==> config.mk <==
export PLATFORM = sky130hd
export DESIGN_NAME = psc_back
export DESIGN_NICKNAME = d
export VERILOG_FILES = /design/src/psc_pkg.sv /design/src/psc_back.sv
export SDC_FILE = /design/constraint.sdc
export NUM_CORES = 2
export LEC_CHECK = 0
export ABC_AREA = 1
export BUFFER_PORTS_ARGS = -buffer_cell sky130_fd_sc_hd__clkbuf_2
export CORE_MARGIN = 2
export CORE_UTILIZATION = 50
export CTS_BUF_LIST = sky130_fd_sc_hd__clkbuf_2
export DETAILED_ROUTE_END_ITERATION = 16
export PLACE_DENSITY = 0.77
export RECOVER_POWER = 100
export SKIP_CTS_REPAIR_TIMING = 1
export SYNTH_ARGS = -nofsm -noshare
export SYNTH_HDL_FRONTEND = slang
export SYNTH_SLANG_ARGS = --single-unit
==> constraint.sdc <==
create_clock -name clk -period 19.1 [get_ports clk]
set_input_delay 0.955 -clock clk [delete_from_list [all_inputs] [get_ports clk]]
set_output_delay 0.955 -clock clk [all_outputs]
set_load 0.03 [all_outputs]
==> src/psc_pkg.sv <==
// psc_pkg: shared types, widths and constants of the pressure sensor compensation pipeline
// used by psc_cfg, psc_front, psc_back and pressure_sensor_compensation; no dependencies
package psc_pkg;

  localparam int CFG_IDX_W = 3;
  localparam int COEFF_W   = 16;
  localparam int RAW_W     = 24;
  localparam int OUT_W     = 32;

  localparam logic [CFG_IDX_W-1:0] REG_SENS       = 3'd0;
  localparam logic [CFG_IDX_W-1:0] REG_OFFSET     = 3'd1;
  localparam logic [CFG_IDX_W-1:0] REG_SENS_TC    = 3'd2;
  localparam logic [CFG_IDX_W-1:0] REG_OFFSET_TC  = 3'd3;
  localparam logic [CFG_IDX_W-1:0] REG_TEMP_REF   = 3'd4;
  localparam logic [CFG_IDX_W-1:0] REG_TEMP_SLOPE = 3'd5;

  localparam int TEMP_REF = 2000;
  localparam int TEMP_COLD = -1500;
  localparam int COLD_DEV = TEMP_COLD - TEMP_REF;

  localparam int SH_REF    = 8;
  localparam int SH_C2     = 16;
  localparam int SH_C1     = 15;
  localparam int SH_TEMP   = 23;
  localparam int SH_OFF    = 7;
  localparam int SH_SENS   = 8;
  localparam int SH_T2_LO  = 33;
  localparam int SH_T2_HI  = 37;
  localparam int SH_P1     = 21;
  localparam int SH_P2     = 15;

  localparam int DT_W   = RAW_W + 1;
  localparam int PRD_W  = DT_W + COEFF_W + 1;
  localparam int DT2_W  = 2 * DT_W;
  localparam int DEV_W  = 18;
  localparam int SQ_W   = 2 * DEV_W - 1;
  localparam int T2_W   = 19;
  localparam int TEMP_W = 21;
  localparam int OFF_W  = 40;
  localparam int SENS_W = 39;
  localparam int SPLIT  = SENS_W / 2;
  localparam int PPL_W  = SPLIT + RAW_W;
  localparam int PPH_W  = SENS_W - SPLIT + RAW_W + 1;
  localparam int PROD_W = 64;
  localparam int Q_W    = PROD_W - SH_P1;
  localparam int R_W    = Q_W + 1;
  localparam int PRES_W = R_W - SH_P2;
  localparam int SAT_W  = 48;

  typedef struct packed {
    logic [COEFF_W-1:0] c1;
    logic [COEFF_W-1:0] c2;
    logic [COEFF_W-1:0] c3;
    logic [COEFF_W-1:0] c4;
    logic [COEFF_W-1:0] c5;
    logic [COEFF_W-1:0] c6;
  } coeff_t;

  typedef struct packed {
    logic [RAW_W-1:0]         d1;
    logic signed [TEMP_W-1:0] temp;
    logic signed [OFF_W-1:0]  off;
    logic signed [SENS_W-1:0] sens;
  } mid_t;

  function automatic logic signed [OUT_W-1:0] sat_word(input logic signed [SAT_W-1:0] v);
    logic signed [SAT_W-1:0] hi;
    logic signed [SAT_W-1:0] lo;
    hi = 48'sd2147483647;
    lo = -48'sd2147483648;
    if (v > hi) begin
      return hi[OUT_W-1:0];
    end else if (v < lo) begin
      return lo[OUT_W-1:0];
    end
    return v[OUT_W-1:0];
  endfunction

endpackage

==> src/psc_back.sv <==
// psc_back: stages six to nine, split pressure product, scaling and saturated output registers
// depends on psc_pkg; takes mid_t words from psc_front
module psc_back (
  input  logic                             clk,
  input  logic                             rst,
  input  logic                             en,
  input  logic                             mid_valid,
  input  psc_pkg::mid_t                    mid,
  output logic                             out_valid,
  output logic signed [psc_pkg::OUT_W-1:0] temperature_centi,
  output logic signed [psc_pkg::OUT_W-1:0] pressure_deci_mbar
);

  logic                               s6_valid;
  logic [psc_pkg::PPL_W-1:0]          s6_pp_lo;
  logic signed [psc_pkg::PPH_W-1:0]   s6_pp_hi;
  logic signed [psc_pkg::TEMP_W-1:0]  s6_temp;
  logic signed [psc_pkg::OFF_W-1:0]   s6_off;
  logic [psc_pkg::PPL_W-1:0]          pp_lo_next;
  logic signed [psc_pkg::PPH_W-1:0]   pp_hi_next;

  logic                               s7_valid;
  logic signed [psc_pkg::PROD_W-1:0]  s7_prod;
  logic signed [psc_pkg::TEMP_W-1:0]  s7_temp;
  logic signed [psc_pkg::OFF_W-1:0]   s7_off;
  logic signed [psc_pkg::PROD_W-1:0]  prod_next;

  logic                               s8_valid;
  logic signed [psc_pkg::R_W-1:0]     s8_r;
  logic signed [psc_pkg::TEMP_W-1:0]  s8_temp;
  logic [psc_pkg::PROD_W-1:0]         prod_bias;
  logic [psc_pkg::PROD_W-1:0]         prod_biased;
  logic signed [psc_pkg::Q_W-1:0]     q;

  logic [psc_pkg::R_W-1:0]            r_bias;
  logic [psc_pkg::R_W-1:0]            r_biased;
  logic signed [psc_pkg::PRES_W-1:0]  pres;

  assign pp_lo_next = mid.sens[psc_pkg::SPLIT-1:0] * mid.d1;
  assign pp_hi_next = $signed(mid.sens[psc_pkg::SENS_W-1:psc_pkg::SPLIT])
                    * $signed({1'b0, mid.d1});

  assign prod_next = (psc_pkg::PROD_W'(s6_pp_hi) << psc_pkg::SPLIT)
                   + psc_pkg::PROD_W'(s6_pp_lo);

  // division toward zero: bias negative values before the shift
  assign prod_bias   = s7_prod[psc_pkg::PROD_W-1]
                     ? psc_pkg::PROD_W'((64'd1 << psc_pkg::SH_P1) - 64'd1) : '0;
  assign prod_biased = s7_prod + prod_bias;
  assign q           = prod_biased[psc_pkg::PROD_W-1:psc_pkg::SH_P1];

  assign r_bias   = s8_r[psc_pkg::R_W-1]
                  ? psc_pkg::R_W'((64'd1 << psc_pkg::SH_P2) - 64'd1) : '0;
  assign r_biased = s8_r + r_bias;
  assign pres     = r_biased[psc_pkg::R_W-1:psc_pkg::SH_P2];

  always_ff @(posedge clk) begin
    if (rst) begin
      s6_valid  <= 1'b0;
      s7_valid  <= 1'b0;
      s8_valid  <= 1'b0;
      out_valid <= 1'b0;
    end else if (en) begin
      s6_valid  <= mid_valid;
      s7_valid  <= s6_valid;
      s8_valid  <= s7_valid;
      out_valid <= s8_valid;
    end
  end

  always_ff @(posedge clk) begin
    if (en) begin
      s6_pp_lo <= pp_lo_next;
      s6_pp_hi <= pp_hi_next;
      s6_temp  <= mid.temp;
      s6_off   <= mid.off;

      s7_prod  <= prod_next;
      s7_temp  <= s6_temp;
      s7_off   <= s6_off;

      s8_r     <= psc_pkg::R_W'(q) - psc_pkg::R_W'(s7_off);
      s8_temp  <= s7_temp;

      temperature_centi  <= psc_pkg::sat_word(psc_pkg::SAT_W'(s8_temp));
      pressure_deci_mbar <= psc_pkg::sat_word(psc_pkg::SAT_W'(pres));
    end
  end

  a_travel: assert property (@(posedge clk) disable iff (rst)
    (en && s8_valid) |=> out_valid)
    else $error("word lost before the output register");

  a_hold: assert property (@(posedge clk) disable iff (rst)
    !en |=> $stable({s6_valid, s7_valid, s8_valid}))
    else $error("back valid bits moved while stalled");

  a_temp_range: assert property (@(posedge clk) disable iff (rst)
    out_valid |-> (temperature_centi[psc_pkg::OUT_W-1:psc_pkg::TEMP_W-1] == '0
                   || temperature_centi[psc_pkg::OUT_W-1:psc_pkg::TEMP_W-1] == '1))
    else $error("temperature outside its datapath width");

endmodule

==> run_results.csv <==
group,metric,value,unit
routing,wl_per_cell,17.0,um
synthesis,synth_area_leader_cell,"sky130_fd_sc_hd__fa_1",
worst_setup_path,timing_worst_setup_path_type,"in2reg",
worst_setup_path,timing.critical_path.fanout_max,105,
hold_path,hold_class,"reg2reg",
global_route,globalRouteTotalUtil,0.272,
timing,crit_path_time_final,10410,ps
timing,worst_slew_margin_rel,-2.66,
clocking,cts_inserted_buffers,99,
clocking,clock-root-buffer,"sky130_fd_sc_hd__clkbuf_2",
run_status,failed_checks,"max-capacitance violations, max-slew violations",
synthesis,synth_top_cells_by_count,"sky130_fd_sc_hd__nand2_1 (2191), sky130_fd_sc_hd__inv_1 (1821), sky130_fd_sc_hd__fa_1 (768)",
global_route,grt_pass1_vias,47800,
worst_setup_path,ff2ff_path_depth,21,
die,initial_utilization,0.506,
timing,worst_clock_skew,159,ps
synthesis,synth_flop_type,"sky130_fd_sc_hd__edfxtp_1",
finish,layout.cells.non_filler,8850,
global_route,leftover_overflow_at_the_end_of_global_routing,0,
timing,setup_viol,0,
timing,finalHoldViolations,0,
routing,drt-pass1-iter-count,6,
timing,layout_worst_path_cycle_share,0.545,
worst_setup_path,crit_path_end_kind,"flip-flop",
flow_run,timing.max_cap.violations,7,
hold_path,worstHoldPathCells,0,
synthesis,postSynthRegisterBits,395,
placed_design,numPlacedInstances,8597,
synthesis,synth_most_common_cell,"sky130_fd_sc_hd__nand2_1",
clocking,clkSlewWorstSetupHoldPaths,120,ps
clocking,clkLatencyLatePin,1230,ps
finish,area_delta_synth_final,6.70,%
synthesis,synth-warning-count,0,
clocking,tritoncts_clock_tree,"done",
die,std_cell_rows,121,
synthesis,synthArstFlopShare,0,
routing,postRouteAntennaNets,0,
placed_design,dp.final_hpwl,120,mm
routing,drt_wl_total,150,mm
synthesis,count_of_flip_flops_with_a_built_in_enable_after_synthesis,391,
global_route,grt_pass1_wl,242,mm
die,design.core.area,0.109,sq mm
finish,finish.net_count,8591,
timing,timing.final.ws_setup,8690,ps
placed_design,final_weighted_congestion_in_routability_driven_placement,0.953,
synthesis,yosys-top-cells-area,"sky130_fd_sc_hd__fa_1 (28%), sky130_fd_sc_hd__edfxtp_1 (21%), sky130_fd_sc_hd__nand2_1 (15%), sky130_fd_sc_hd__inv_1 (12%), sky130_fd_sc_hd__ha_1 (9.3%)",
timing,timing_worst_slew_pin_value,5480,ps
worst_setup_path,slowest_cell_on_the_critical_path,"sky130_fd_sc_hd__clkbuf_1",
placed_design,pre_cts_worst_setup_slack,11480,ps
run_status,status,"finished with violations",
clocking,cts.path.max_buffers,3,
worst_setup_path,cp-start-kind,"input pin",
routing,dr.first_iter.drc_count,2928,
synthesis,post_synth_num_cell_types,48,
placed_design,postPlaceCellArea,0.0574,sq mm
die,die-area,0.113,sq mm
clocking,cts_sinks,395,
worst_setup_path,cpMostUsedCell,"sky130_fd_sc_hd__clkbuf_1",
finish,layout.cell_area.non_filler,0.0589,sq mm
die,io_pins,193,
routing,drc_errors,0,
placed_design,total_of_buffers_placed_on_input_and_output_ports,192,
timing,timing.setup.tns,0,ps
die,fp.dieH,336,um
timing,timing_max_transition_violations_final,473,
die,fp.dieW,336,um
synthesis,postSynthAreaPerCell,7.78,sq um
synthesis,synth_fp_nets,8401,
worst_setup_path,worstPathCellList,"clkbuf_1, clkbuf_1, clkbuf_1, inv_1, nand2_1, a21oi_1",
timing,fmax,0.0961,GHz
worst_setup_path,critPathMaxStageDelay,3770,ps
finish,drive_above_1_share,0.0487,
timing,unrepaired_setup_endpoints_after_global_routing,"false",
clocking,ctsHtreeMaxLevel,3,
synthesis,syn-instance-count,7095,
routing,dr_total_vias,45400,
worst_setup_path,worst_ep_arrival_time,11500,ps
worst_setup_path,worst-endpoint-required,20190,ps
global_route,grt_antenna_before_repair,5,
global_route,maximum_number_of_pins_on_one_net_before_global_route_repair,106,
routing,viasPerCell,5.13,
synthesis,post-synth-top-area-fraction,0.279,
synthesis,portion_of_the_post_synthesis_area_used_by_sequential_elements,0.214,
synthesis,synth_area,0.0552,sq mm
[cells in the final DEF, fill, tap and decap left out, types with 55 or more instances in the layout]
cell type,Yosys,final
sky130_fd_sc_hd__dlygate4sd3_1,0,63
sky130_fd_sc_hd__a21oi_1,184,184
sky130_fd_sc_hd__nand4_1,55,55
sky130_fd_sc_hd__xor2_1,85,85
sky130_fd_sc_hd__clkbuf_2,0,239
sky130_fd_sc_hd__nor2_1,430,432
sky130_fd_sc_hd__nand2_1,2191,2199
sky130_fd_sc_hd__clkbuf_1,153,78
sky130_fd_sc_hd__inv_1,1821,1821
sky130_fd_sc_hd__edfxtp_1,391,391
sky130_fd_sc_hd__fa_1,768,768
sky130_fd_sc_hd__nand3_1,216,228
sky130_fd_sc_hd__o21ai_0,80,84
sky130_fd_sc_hd__ha_1,410,410
[kinds of logic (layout without fill, tap and decap cells)]
| logic type | count (synthesis) | in the layout | share of synthesized area |
|---|---|---|---|
| compound gates | 325 | 325 | 0.0318 |
| xor+xnor | 113 | 113 | 0.0179 |
| fa+ha+maj | 1178 | 1178 | 0.371 |
| buf+inv | 2021 | 2292 | 0.138 |
| flops | 395 | 395 | 0.214 |
| other cells | 0 | 8 | 0 |
| simple gates | 3063 | 3063 | 0.226 |
[through the flow]
stage,util,hold slack [ps]
after CTS,0.536,-202
after global placement,0.526,400
after floorplan,-,400
final,0.540,339
after global routing,0.540,318
after detailed placement,0.526,405
[sequential cells by signal (all words and copies together) (netlist names)]
signal              cells
s7_prod                64
s6_pp_hi               45
s8_r                   44
s6_pp_lo               43
s6_off                 40
s7_off                 40
pressure_deci_mbar     30
temperature_centi      22
s6_temp                21
s7_temp                21
s8_temp                21
out_valid               1
s6_valid                1
s7_valid                1
s8_valid                1
[final timing paths]
check / start / to / slack, ps
worst min-delay path: s6_off[37]$_DFFE_PP_ / s7_off[37]$_DFFE_PP_ / 340
worst max-delay path: en / s6_valid$_SDFFE_PP0P_ / 8690
worst max register to register: s7_prod[63]$_DFFE_PP_ / s8_r[40]$_DFFE_PP_ / 13910
worst min register to register: s6_off[37]$_DFFE_PP_ / s7_off[37]$_DFFE_PP_ / 340
[routing by layer]
metal / vias up / share of wire / routed length, um / track usage
met5: - / 0.000093 / 14 / 0
met1: 21700 / 0.39 / 58500 / 0.328
met2: 1791 / 0.49 / 73900 / 0.480
met3: 441 / 0.068 / 10300 / 0.0363
met4: 2 / 0.051 / 7720 / 0.132
li1: 21500 / - / - / -
[area by class of cell]
class                           instances  area [sq um]
Fill cell                           10200         50300
Clock inverter                         62           444
Inverter                             1832          6880
Timing Repair Buffer                  278          1650
Antenna cell                            8          20.0
Multi-Input combinational cell       4679         35600
Sequential cell                       395         11800
Clock buffer                          120           601
Tap cell                             1476          1850
[worst max-delay path, delay by kind of cell]
| family | cells | cell delay, ps |
|---|---|---|
| buffers and inverters | 4 | 10110 |
| and+or+nand+nor | 1 | 230 |
| AOI/OAI and AO/OA | 1 | 90 |
Power is not shown: default switching activity piles up to over one toggle a cycle in this logic, so the estimate is an artifact.
