==> src/psc_pkg.sv <==
// psc_pkg: shared types, widths and constants of the pressure sensor compensation pipeline
// used by psc_cfg, psc_front, psc_back and pressure_sensor_compensation; no dependencies
package psc_pkg;

  localparam int CFG_IDX_W = 3;
  localparam int COEFF_W   = 16;
  localparam int RAW_W     = 24;
  localparam int OUT_W     = 32;

  localparam logic [CFG_IDX_W-1:0] REG_SENS       = 3'd0;
  localparam logic [CFG_IDX_W-1:0] REG_OFFSET     = 3'd1;
  localparam logic [CFG_IDX_W-1:0] REG_SENS_TC    = 3'd2;
  localparam logic [CFG_IDX_W-1:0] REG_OFFSET_TC  = 3'd3;
  localparam logic [CFG_IDX_W-1:0] REG_TEMP_REF   = 3'd4;
  localparam logic [CFG_IDX_W-1:0] REG_TEMP_SLOPE = 3'd5;

  localparam int TEMP_REF = 2000;
  localparam int TEMP_COLD = -1500;
  localparam int COLD_DEV = TEMP_COLD - TEMP_REF;

  localparam int SH_REF    = 8;
  localparam int SH_C2     = 16;
  localparam int SH_C1     = 15;
  localparam int SH_TEMP   = 23;
  localparam int SH_OFF    = 7;
  localparam int SH_SENS   = 8;
  localparam int SH_T2_LO  = 33;
  localparam int SH_T2_HI  = 37;
  localparam int SH_P1     = 21;
  localparam int SH_P2     = 15;

  localparam int DT_W   = RAW_W + 1;
  localparam int PRD_W  = DT_W + COEFF_W + 1;
  localparam int DT2_W  = 2 * DT_W;
  localparam int DEV_W  = 18;
  localparam int SQ_W   = 2 * DEV_W - 1;
  localparam int T2_W   = 19;
  localparam int TEMP_W = 21;
  localparam int OFF_W  = 40;
  localparam int SENS_W = 39;
  localparam int SPLIT  = SENS_W / 2;
  localparam int PPL_W  = SPLIT + RAW_W;
  localparam int PPH_W  = SENS_W - SPLIT + RAW_W + 1;
  localparam int PROD_W = 64;
  localparam int Q_W    = PROD_W - SH_P1;
  localparam int R_W    = Q_W + 1;
  localparam int PRES_W = R_W - SH_P2;
  localparam int SAT_W  = 48;

  typedef struct packed {
    logic [COEFF_W-1:0] c1;
    logic [COEFF_W-1:0] c2;
    logic [COEFF_W-1:0] c3;
    logic [COEFF_W-1:0] c4;
    logic [COEFF_W-1:0] c5;
    logic [COEFF_W-1:0] c6;
  } coeff_t;

  typedef struct packed {
    logic [RAW_W-1:0]         d1;
    logic signed [TEMP_W-1:0] temp;
    logic signed [OFF_W-1:0]  off;
    logic signed [SENS_W-1:0] sens;
  } mid_t;

  function automatic logic signed [OUT_W-1:0] sat_word(input logic signed [SAT_W-1:0] v);
    logic signed [SAT_W-1:0] hi;
    logic signed [SAT_W-1:0] lo;
    hi = 48'sd2147483647;
    lo = -48'sd2147483648;
    if (v > hi) begin
      return hi[OUT_W-1:0];
    end else if (v < lo) begin
      return lo[OUT_W-1:0];
    end
    return v[OUT_W-1:0];
  endfunction

endpackage

==> src/psc_cfg.sv <==
// psc_cfg: calibration word registers written through the configuration channel
// depends on psc_pkg
module psc_cfg (
  input  logic                          clk,
  input  logic                          rst,
  input  logic                          cfg_valid,
  output logic                          cfg_ready,
  input  logic [psc_pkg::CFG_IDX_W-1:0] cfg_index,
  input  logic [psc_pkg::COEFF_W-1:0]   cfg_data,
  output psc_pkg::coeff_t               coeff
);

  assign cfg_ready = 1'b1;

  always_ff @(posedge clk) begin
    if (rst) begin
      coeff <= '0;
    end else if (cfg_valid && cfg_ready) begin
      unique case (cfg_index)
        psc_pkg::REG_SENS:       coeff.c1 <= cfg_data;
        psc_pkg::REG_OFFSET:     coeff.c2 <= cfg_data;
        psc_pkg::REG_SENS_TC:    coeff.c3 <= cfg_data;
        psc_pkg::REG_OFFSET_TC:  coeff.c4 <= cfg_data;
        psc_pkg::REG_TEMP_REF:   coeff.c5 <= cfg_data;
        psc_pkg::REG_TEMP_SLOPE: coeff.c6 <= cfg_data;
        default: ;
      endcase
    end
  end

endmodule

==> config.mk <==
export PLATFORM = sky130hd
export DESIGN_NAME = psc_cfg
export DESIGN_NICKNAME = d
export VERILOG_FILES = /design/src/psc_pkg.sv /design/src/psc_cfg.sv
export SDC_FILE = /design/constraint.sdc
export NUM_CORES = 1
export LEC_CHECK = 0
export BUFFER_PORTS_ARGS = -buffer_cell sky130_fd_sc_hd__buf_2
export CAP_MARGIN = 40
export CELL_PAD_IN_SITES_DETAIL_PLACEMENT = 0
export CELL_PAD_IN_SITES_GLOBAL_PLACEMENT = 1
export CORE_ASPECT_RATIO = 1.5
export CORE_MARGIN = 2
export CORE_UTILIZATION = 35
export CTS_CLUSTER_DIAMETER = 50
export CTS_CLUSTER_SIZE = 8
export DETAILED_ROUTE_END_ITERATION = 7
export MAX_ROUTING_LAYER = met4
export PLACE_DENSITY_LB_ADDON = 0.2
export SYNTH_ARGS = -nofsm -noshare
export SYNTH_HDL_FRONTEND = slang
export SYNTH_SLANG_ARGS = --single-unit
==> constraint.sdc <==
create_clock -name clk -period 1 [get_ports clk]
set_input_delay 0.1 -clock clk [delete_from_list [all_inputs] [get_ports clk]]
set_output_delay 0.1 -clock clk [all_outputs]
set_load 0.005 [all_outputs]
==> results of run 1 <==
cells in the mapped netlist:
cell	instances
sky130_fd_sc_hd__buf_6	1
sky130_fd_sc_hd__conb_1	1
sky130_fd_sc_hd__nor4b_2	1
sky130_fd_sc_hd__mux2i_1	96
sky130_fd_sc_hd__buf_2	10
sky130_fd_sc_hd__buf_4	1
sky130_fd_sc_hd__nand4bb_1	3
sky130_fd_sc_hd__or4b_1	1
sky130_fd_sc_hd__and4bb_2	1
sky130_fd_sc_hd__dfxtp_1	96
sky130_fd_sc_hd__nand4b_1	2
sky130_fd_sc_hd__nand2b_1	112
sky130_fd_sc_hd__clkbuf_1	13
worst max-delay path by stage:
stage                     cells after the start         to    startpoint
after floorplan                               4  coeff[85]  cfg_index[1]
after global placement                        4  coeff[85]  cfg_index[1]
after detailed placement                      4  coeff[87]  cfg_index[1]
after CTS                                     1  coeff[88]     coeff[88]
after global routing                          1  coeff[92]     coeff[92]
final                                         1  coeff[88]     coeff[88]
worst min-delay path: stages:
cell                       delay [ns]
sky130_fd_sc_hd__buf_2           0.09
sky130_fd_sc_hd__nand2b_1        0.08
sky130_fd_sc_hd__buf_4           0.11
sky130_fd_sc_hd__mux2i_1         0.05
cell usage in the layout (no fill, tap or decap):
master,Yosys,layout
sky130_fd_sc_hd__and4bb_2,1,1
sky130_fd_sc_hd__buf_12,0,12
sky130_fd_sc_hd__buf_2,10,117
sky130_fd_sc_hd__buf_4,1,22
sky130_fd_sc_hd__bufinv_16,0,1
sky130_fd_sc_hd__clkbuf_1,13,1
sky130_fd_sc_hd__clkbuf_16,0,9
sky130_fd_sc_hd__clkbuf_8,0,1
sky130_fd_sc_hd__clkinv_4,0,2
sky130_fd_sc_hd__clkinvlp_4,0,1
sky130_fd_sc_hd__conb_1,1,1
sky130_fd_sc_hd__dfxtp_1,96,96
sky130_fd_sc_hd__inv_6,0,1
sky130_fd_sc_hd__mux2i_1,96,96
sky130_fd_sc_hd__nand2b_1,112,112
sky130_fd_sc_hd__nand4b_1,2,2
sky130_fd_sc_hd__nand4bb_1,3,3
sky130_fd_sc_hd__nor4b_2,1,1
sky130_fd_sc_hd__or4b_1,1,1
per-stage QoR:
| step | cells | util, % | cell area [µm²] | setup TNS, ns |
|---|---|---|---|---|
| 2_1_floorplan | 338 | - | 3790 | -1.23 |
| 3_3_place_gp | 608 | 45.8 | 4850 | -7.40 |
| 3_5_place_dp | 608 | 45.8 | 4850 | -8.14 |
| 4_1_cts | 624 | 48.7 | 5150 | 0 |
| 5_1_grt | 624 | 48.7 | 5150 | 0 |
| 6_report | 624 | 48.7 | 5150 | 0 |
power by group through the flow:
| stage | Clock [W] | Combinational (W) | Sequential (W) |
|---|---|---|---|
| 2_1_floorplan | 0 | 0.000308 | 0.00404 |
| 3_3_place_gp | 0 | 0.000680 | 0.00404 |
| 3_5_place_dp | 0 | 0.000689 | 0.00404 |
| 4_1_cts | 0.00364 | 0.000690 | 0.00395 |
| 5_1_grt | 0.00378 | 0.000729 | 0.00396 |
| 6_report | 0.00355 | 0.000674 | 0.00395 |
cells by family after synthesis:
logic type	Yosys count
other	1
DFF	96
muxes	96
buffers and inverters	25
and+or+nand+nor	120
routing by layer:
layer	up-vias	share of wire [%]
li1	1391	-
met1	1328	41
met2	68	54
met3	10	3.7
met4	0	1.7
met5	-	0
cell type report:
cell class	count	area (µm²)	share of cell area, %
Sequential cell	96	1920	37.3
Tap cell	144	180	3.50
Clock buffer	11	243	4.71
Multi-Input combinational cell	217	1750	34.0
Timing Repair Buffer	151	991	19.2
Clock inverter	5	63.8	1.24
==> reports/metrics.sh, run 1 <==
POST-SYNTH-TOP-AREA-CELL='sky130_fd_sc_hd__dfxtp_1'
CP.BUFFERS_INVERTERS=1
FIN_HOLD_WS_NS=0.140
TIMING.REG2REG.SETUP_SLACK_NS=0.37
VIAS_IN_THE_FIRST_GLOBAL_ROUTE=2899
POST_CTS_GATE_RESIZE_COUNT=0
DRT-PASS1-ITER-COUNT=4
FINAL_ANTENNA_NET_COUNT=0
WORSTSETUPSTARTPOINTTYPE='flop'
CLOCK_INSERTION_DELAY_WORST_SKEW_NS=0.34
POWER.COMBINATIONAL.FRACTION_PCT=8.3
SITE_ROW_COUNT=46
HOLD_PATH_DEPTH=4
P_TOTAL_W=0.00817
CRIT_PATH_END_KIND='primary output'
DETAILROUTE.VIA_COUNT=2797
CTS_ROOT_BUFFER='sky130_fd_sc_hd__clkbuf_16'
INTERNAL_PWR_TOTAL_W=0.00630
YOSYS-TOP-CELLS-AREA='sky130_fd_sc_hd__dfxtp_1 (51%), sky130_fd_sc_hd__mux2i_1 (25%), sky130_fd_sc_hd__nand2b_1 (18%)'
TIMING.FMAX_MHz=1070
SETUP_WS_NS=0.0694
SYN-INSTANCE-COUNT=338
MAIN_COMBINATIONAL_CELL_FAMILY_BY_AREA_AFTER_SYNTHESIS='multiplexers'
WORST_CLOCK_SKEW_NS=0
SYNTH.YOSYS.WARNINGS=0
TOP_REGS='coeff: 96 flops'
CTS.SINKS=96
AREA_ENCLOSED_BY_THE_DIE_BOUNDARY_UM2=11700
WORSTREG2REGSTART='coeff[84]'
ORDERED_LIST_OF_CELLS_ON_THE_WORST_PATH='buf_2'
HOLD_VIOL_FINAL=0
SYNTHDISTINCTLIBCELLS=13
END_OF_THE_WORST_REGISTER_TO_REGISTER_PATH='coeff[84]'
SYNTH-ADDER-AREA-SHARE_PCT=0
FINAL.PERIOD_UTILIZATION_PCT=93.1
SYNTHESIZED_CELL_AREA_UM2=3790
GPL.FINAL_WEIGHTED_CONGESTION=0.765
DRT_DRC_VIOLATIONS_LEFT=0
SYN_TO_FINAL_GROWTH_PCT=35.9
GRT_UTIL_ALL_LAYERS_PCT=17.8
GR-USAGE-MET3_PCT=3.02
YOSYSSEQAREASHARE_PCT=50.7
POWER.NET_SWITCHING_W=0.00187
CORE_AREA_UM2=10600
PERIOD_MINUS_SLACK_NS=0.931
CRIT_REQUIRED_NS=0.90
FINAL-SETUP-VIOL-COUNT=0
FLOPS_LATCHES_SYNTH=96
PATH_MAX_FANOUT=2
INSERTEDDIODECOUNT=0
CPLARGESTDELAYFAMILY='flip-flops'
CRITICAL_PATH.MAX_STAGE_DELAY_NS=0.36
WORST_SETUP_PATH_CATEGORY='flop to primary output'
FILLERINSTANCES=1037
STATUS='finished clean'
CTS_HOLD_BUF=0
ROUTED_WIRE_LENGTH_UM=9730
MUXSHAREOFSYNTHAREA_PCT=25.3
PORT_BUFFER_COUNT=117
AVGSYNTHCELLAREA_UM2=11.2
PIN_COUNT=119
POSTCTSSETUPBUFFERS=0
DETAILEDPLACEMENTHPWL_UM=7100
WORST_HOLD_PATH_TYPE='input port to flop'
POWER.DENSITY_CELL_AREA_nW_PER_UM2=1590
ARRIVAL_NS=0.83
MET1_USAGE_PCT=19.9
PLACE_WORST_SETUP_SLACK_NS=-0.237
IRDROPWORSTVDD_mV=0.942
LARGEST_REGISTER_FF_COUNT=96
DETAIL_ROUTE.ITER0.VIOLATIONS=111
GR-USAGE-MET2_PCT=30.8
HOLDPATHEND='coeff[60]'
UNREPAIRED_SETUP_ENDPOINTS_AFTER_GLOBAL_ROUTING='false'
INITIAL_ANTENNA_VIOLATION_COUNT=0
SYNTH_XOR_AREA_SHARE_PCT=0
RR_WORST_DEPTH=2
FP.DIEH_UM=132
HOLD_PATH.STARTPOINT='cfg_data[12]'
POST_DR_VIAS_CELL=4.48
CLOCK_PATH_BUFFERS=2
MAXCAPVIOLATIONS=0
SYNTH_COMPOUND_GATE_AREA_SHARE_PCT=0
LAYOUT-DRIVE-GT1-SHARE_PCT=35.0
GRT_MOST_USED_LAYER='met2'
SLOWEST_STAGE='sky130_fd_sc_hd__dfxtp_1'
TRITONCTS='built'
SYNTH.NET_COUNT=360
SHARE_CLK_OF_TOTAL_POWER_PCT=43.4
P_LEAK_nW=2.73
ROUTE.DETAILED.WL_PER_INST_UM=15.6
SEQ_POWER_SHARE_PCT=48.3
GRT_MAX_DEGREE=51
GRT_PASS1_WL_UM=15500
INITIAL_UTILIZATION_PCT=35.8
REPORT.FINAL.SLEW_VIOL_COUNT=0
SYNTH.TOP_CELL.AREA_SHARE_PCT=50.7
CTS-HTREE-LEVELS=3
LARGEST_REGISTER='coeff'
DIEWIDTH_UM=89.0
CLK_TRANSITION_REPORTED_PATHS_NS=0.07
NUM-NETS-FINAL=497
CTS_INSERTED_BUFFERS=9
GLOBALROUTEOVERFLOWTOTAL=0
SYNTH_SIMPLE_GATE_AREA_SHARE_PCT=20.8
SWITCHING_SHARE_PCT=22.9
No activity file was read; power rests on OpenSTA's default activity.
==> run 2, diff against run 1 <==
==> config.mk (replaced) <==
export PLATFORM = sky130hd
export DESIGN_NAME = psc_cfg
export DESIGN_NICKNAME = d
export VERILOG_FILES = /design/src/psc_pkg.sv /design/src/psc_cfg.sv
export SDC_FILE = /design/constraint.sdc
export NUM_CORES = 1
export LEC_CHECK = 0
export CAP_MARGIN = 40
export CELL_PAD_IN_SITES_DETAIL_PLACEMENT = 0
export CELL_PAD_IN_SITES_GLOBAL_PLACEMENT = 1
export CORE_ASPECT_RATIO = 1.5
export CORE_MARGIN = 2
export CORE_UTILIZATION = 43
export CTS_CLUSTER_DIAMETER = 50
export CTS_CLUSTER_SIZE = 8
export DETAILED_ROUTE_END_ITERATION = 7
export DONT_BUFFER_PORTS = 1
export MAX_ROUTING_LAYER = met4
export PLACE_DENSITY_LB_ADDON = 0.2
export REMOVE_ABC_BUFFERS = 1
export SYNTH_ARGS = -nofsm -noshare
export SYNTH_HDL_FRONTEND = slang
export SYNTH_SLANG_ARGS = --single-unit
==> run 2 against run 1 <==
  * The run now ends with hold timing left
  * Maximum frequency increased by 14%
  * Critical path depth decreased by 1
  * Via count decreased by 19%
  * Total power decreased by 1.6%
  * Setup slack improved by 0.12 ns
  * First-iteration DRC count increased by 13%
  * Die area decreased by 18%
  * Hold slack got worse by 0.20 ns
==> reports/metrics.sh, run 2 (same netlist as run 1, synthesis figures left out) <==
STATUS='finished, violations left'
FAILED_CHECKS='hold timing'
DETAIL_ROUTE.ITER0.VIOLATIONS=125
POST_DP_CELL_AREA_UM2=3940
FINAL-SETUP-VIOL-COUNT=0
ARRIVAL_NS=0.72
PIN_COUNT=119
FIN_CELLS=447
MAXCAPVIOLATIONS=0
AREA_ENCLOSED_BY_THE_DIE_BOUNDARY_UM2=9600
LAYOUT_COMMON_CELLS='sky130_fd_sc_hd__nand2b_1 (112), sky130_fd_sc_hd__mux2i_1 (96), sky130_fd_sc_hd__dfxtp_1 (96)'
UNREPAIRED_SETUP_ENDPOINTS_AFTER_GLOBAL_ROUTING='false'
REPORT.FINAL.SLEW_VIOL_COUNT=0
POST_CTS_GATE_RESIZE_COUNT=0
CORE_AREA_UM2=8720
SYN_TO_FINAL_GROWTH_PCT=12.6
CLOCK_INSERTION_DELAY_WORST_SKEW_NS=0.34
WORST_CLOCK_SKEW_NS=0
LARGEST_REGISTER_FF_COUNT=96
NUM-NETS-FINAL=354
TIMING.FMAX_MHz=1230
INITIAL_ANTENNA_VIOLATION_COUNT=0
GRT_UTIL_ALL_LAYERS_PCT=17.7
INSERTEDDIODECOUNT=0
WORSTSETUPSTARTPOINTTYPE='flop'
CTS.SINKS=96
CTS_INSERTED_BUFFERS=9
PERIOD_MINUS_SLACK_NS=0.815
FINAL_ANTENNA_NET_COUNT=0
IRDROPWORSTVDD_mV=1.30
DIEWIDTH_UM=80.7
DRT_DRC_VIOLATIONS_LEFT=0
TOP_REGS='coeff: 96 flops'
SETUP_WS_NS=0.185
GRT_MAX_DEGREE=113
CLK_TRANSITION_REPORTED_PATHS_NS=0.07
SITE_ROW_COUNT=42
LAYOUT-DRIVE-GT1-SHARE_PCT=8.01
P_LEAK_nW=1.99
POWER.DENSITY_CELL_AREA_nW_PER_UM2=1880
CRIT_REQUIRED_NS=0.90
FIN_HOLD_WS_NS=-0.0578
ROUTED_WIRE_LENGTH_UM=8060
TRITONCTS='built'
CTS-HTREE-LEVELS=3
DETAILEDPLACEMENTHPWL_UM=5140
ROUTE.DETAILED.WL_PER_INST_UM=18.0
GLOBALROUTEOVERFLOWTOTAL=0
PORT_BUFFER_COUNT=0
PLACE.DETAILED.INSTANCES=431
PLACE_WORST_SETUP_SLACK_NS=-0.146
CTS_ROOT_BUFFER='sky130_fd_sc_hd__clkbuf_16'
WORST_SETUP_PATH_CATEGORY='flop to primary output'
SETUP_TNS_AFTER_FINAL_LAYOUT_NS=0
GRT_PASS1_WL_UM=12400
FINALINSTANCEAREA_UM2=4270
DRT-PASS1-ITER-COUNT=4
CLOCK_PATH_BUFFERS=2
GPL.FINAL_WEIGHTED_CONGESTION=0.705
WORST_HOLD_PATH_TYPE='input port to flop'
DETAILROUTE.VIA_COUNT=2261
VIAS_IN_THE_FIRST_GLOBAL_ROUTE=2193
FINAL_COMMON_CELL='sky130_fd_sc_hd__nand2b_1'
FINAL.PERIOD_UTILIZATION_PCT=81.5
FP.DIEH_UM=119
POST_DR_VIAS_CELL=5.06
HOLD_VIOL_FINAL=49
CRIT_PATH_END_KIND='primary output'
PATH_MAX_FANOUT=2
LARGEST_REGISTER='coeff'
POSTCTSSETUPBUFFERS=0
INITIAL_UTILIZATION_PCT=43.5
==> run 2: cell types whose count changed in the layout (fill, tap and decap cells not counted), sizes merged <==
cell,delta
buf,-143
bufinv,+1
clkinv,+1
clkinvlp,-1
inv,-1
==> run 2: layout make-up <==
| class | count | area [µm²] |
|---|---|---|
| fillers | 831 | 4450 |
| clock buffers | 11 | 253 |
| flip-flops and latches | 96 | 1920 |
| clock inverters | 5 | 78.8 |
| repair buffers | 8 | 123 |
| well taps | 110 | 138 |
| multi-input cells | 217 | 1760 |
==> run 2: report_power, final <==
group	switching, W	total, W	leakage [nW]	internal, W
combinational	0.000149	0.000336	1.05	0.000187
clock	0.00140	0.00373	0.165	0.00232
sequential	0.0000685	0.00398	0.777	0.00391
==> run 2: path summary, 6_finish.rpt <==
path | from | end | slack, ns | cells past startpoint
worst max-delay path | coeff[85] | coeff[85] | 0.18 | 0
worst min-delay path | rst | coeff[68] | -0.06 | 2
worst max register to register | coeff[22] | coeff[22] | 0.35 | 2
worst min register to register | coeff[74] | coeff[74] | 0.49 | 2
==> run 2: stage by stage <==
step | utilization (%) | power [W]
after global placement | 45.2 | 0.00440
after CTS | 49.0 | 0.00815
after detailed placement | 45.2 | 0.00441
after global routing | 49.0 | 0.00834
final | 49.0 | 0.00804
after floorplan | - | 0.00431
==> run 2: per-layer routing <==
metal  GRT usage (%)  vias to the layer above  routed length, µm
met5               -                        -                  0
met4            6.04                        0                 72
met3            6.14                        5                602
met2            26.9                       77               3880
met1            22.0                     1072               3500
li1                -                     1107                  -
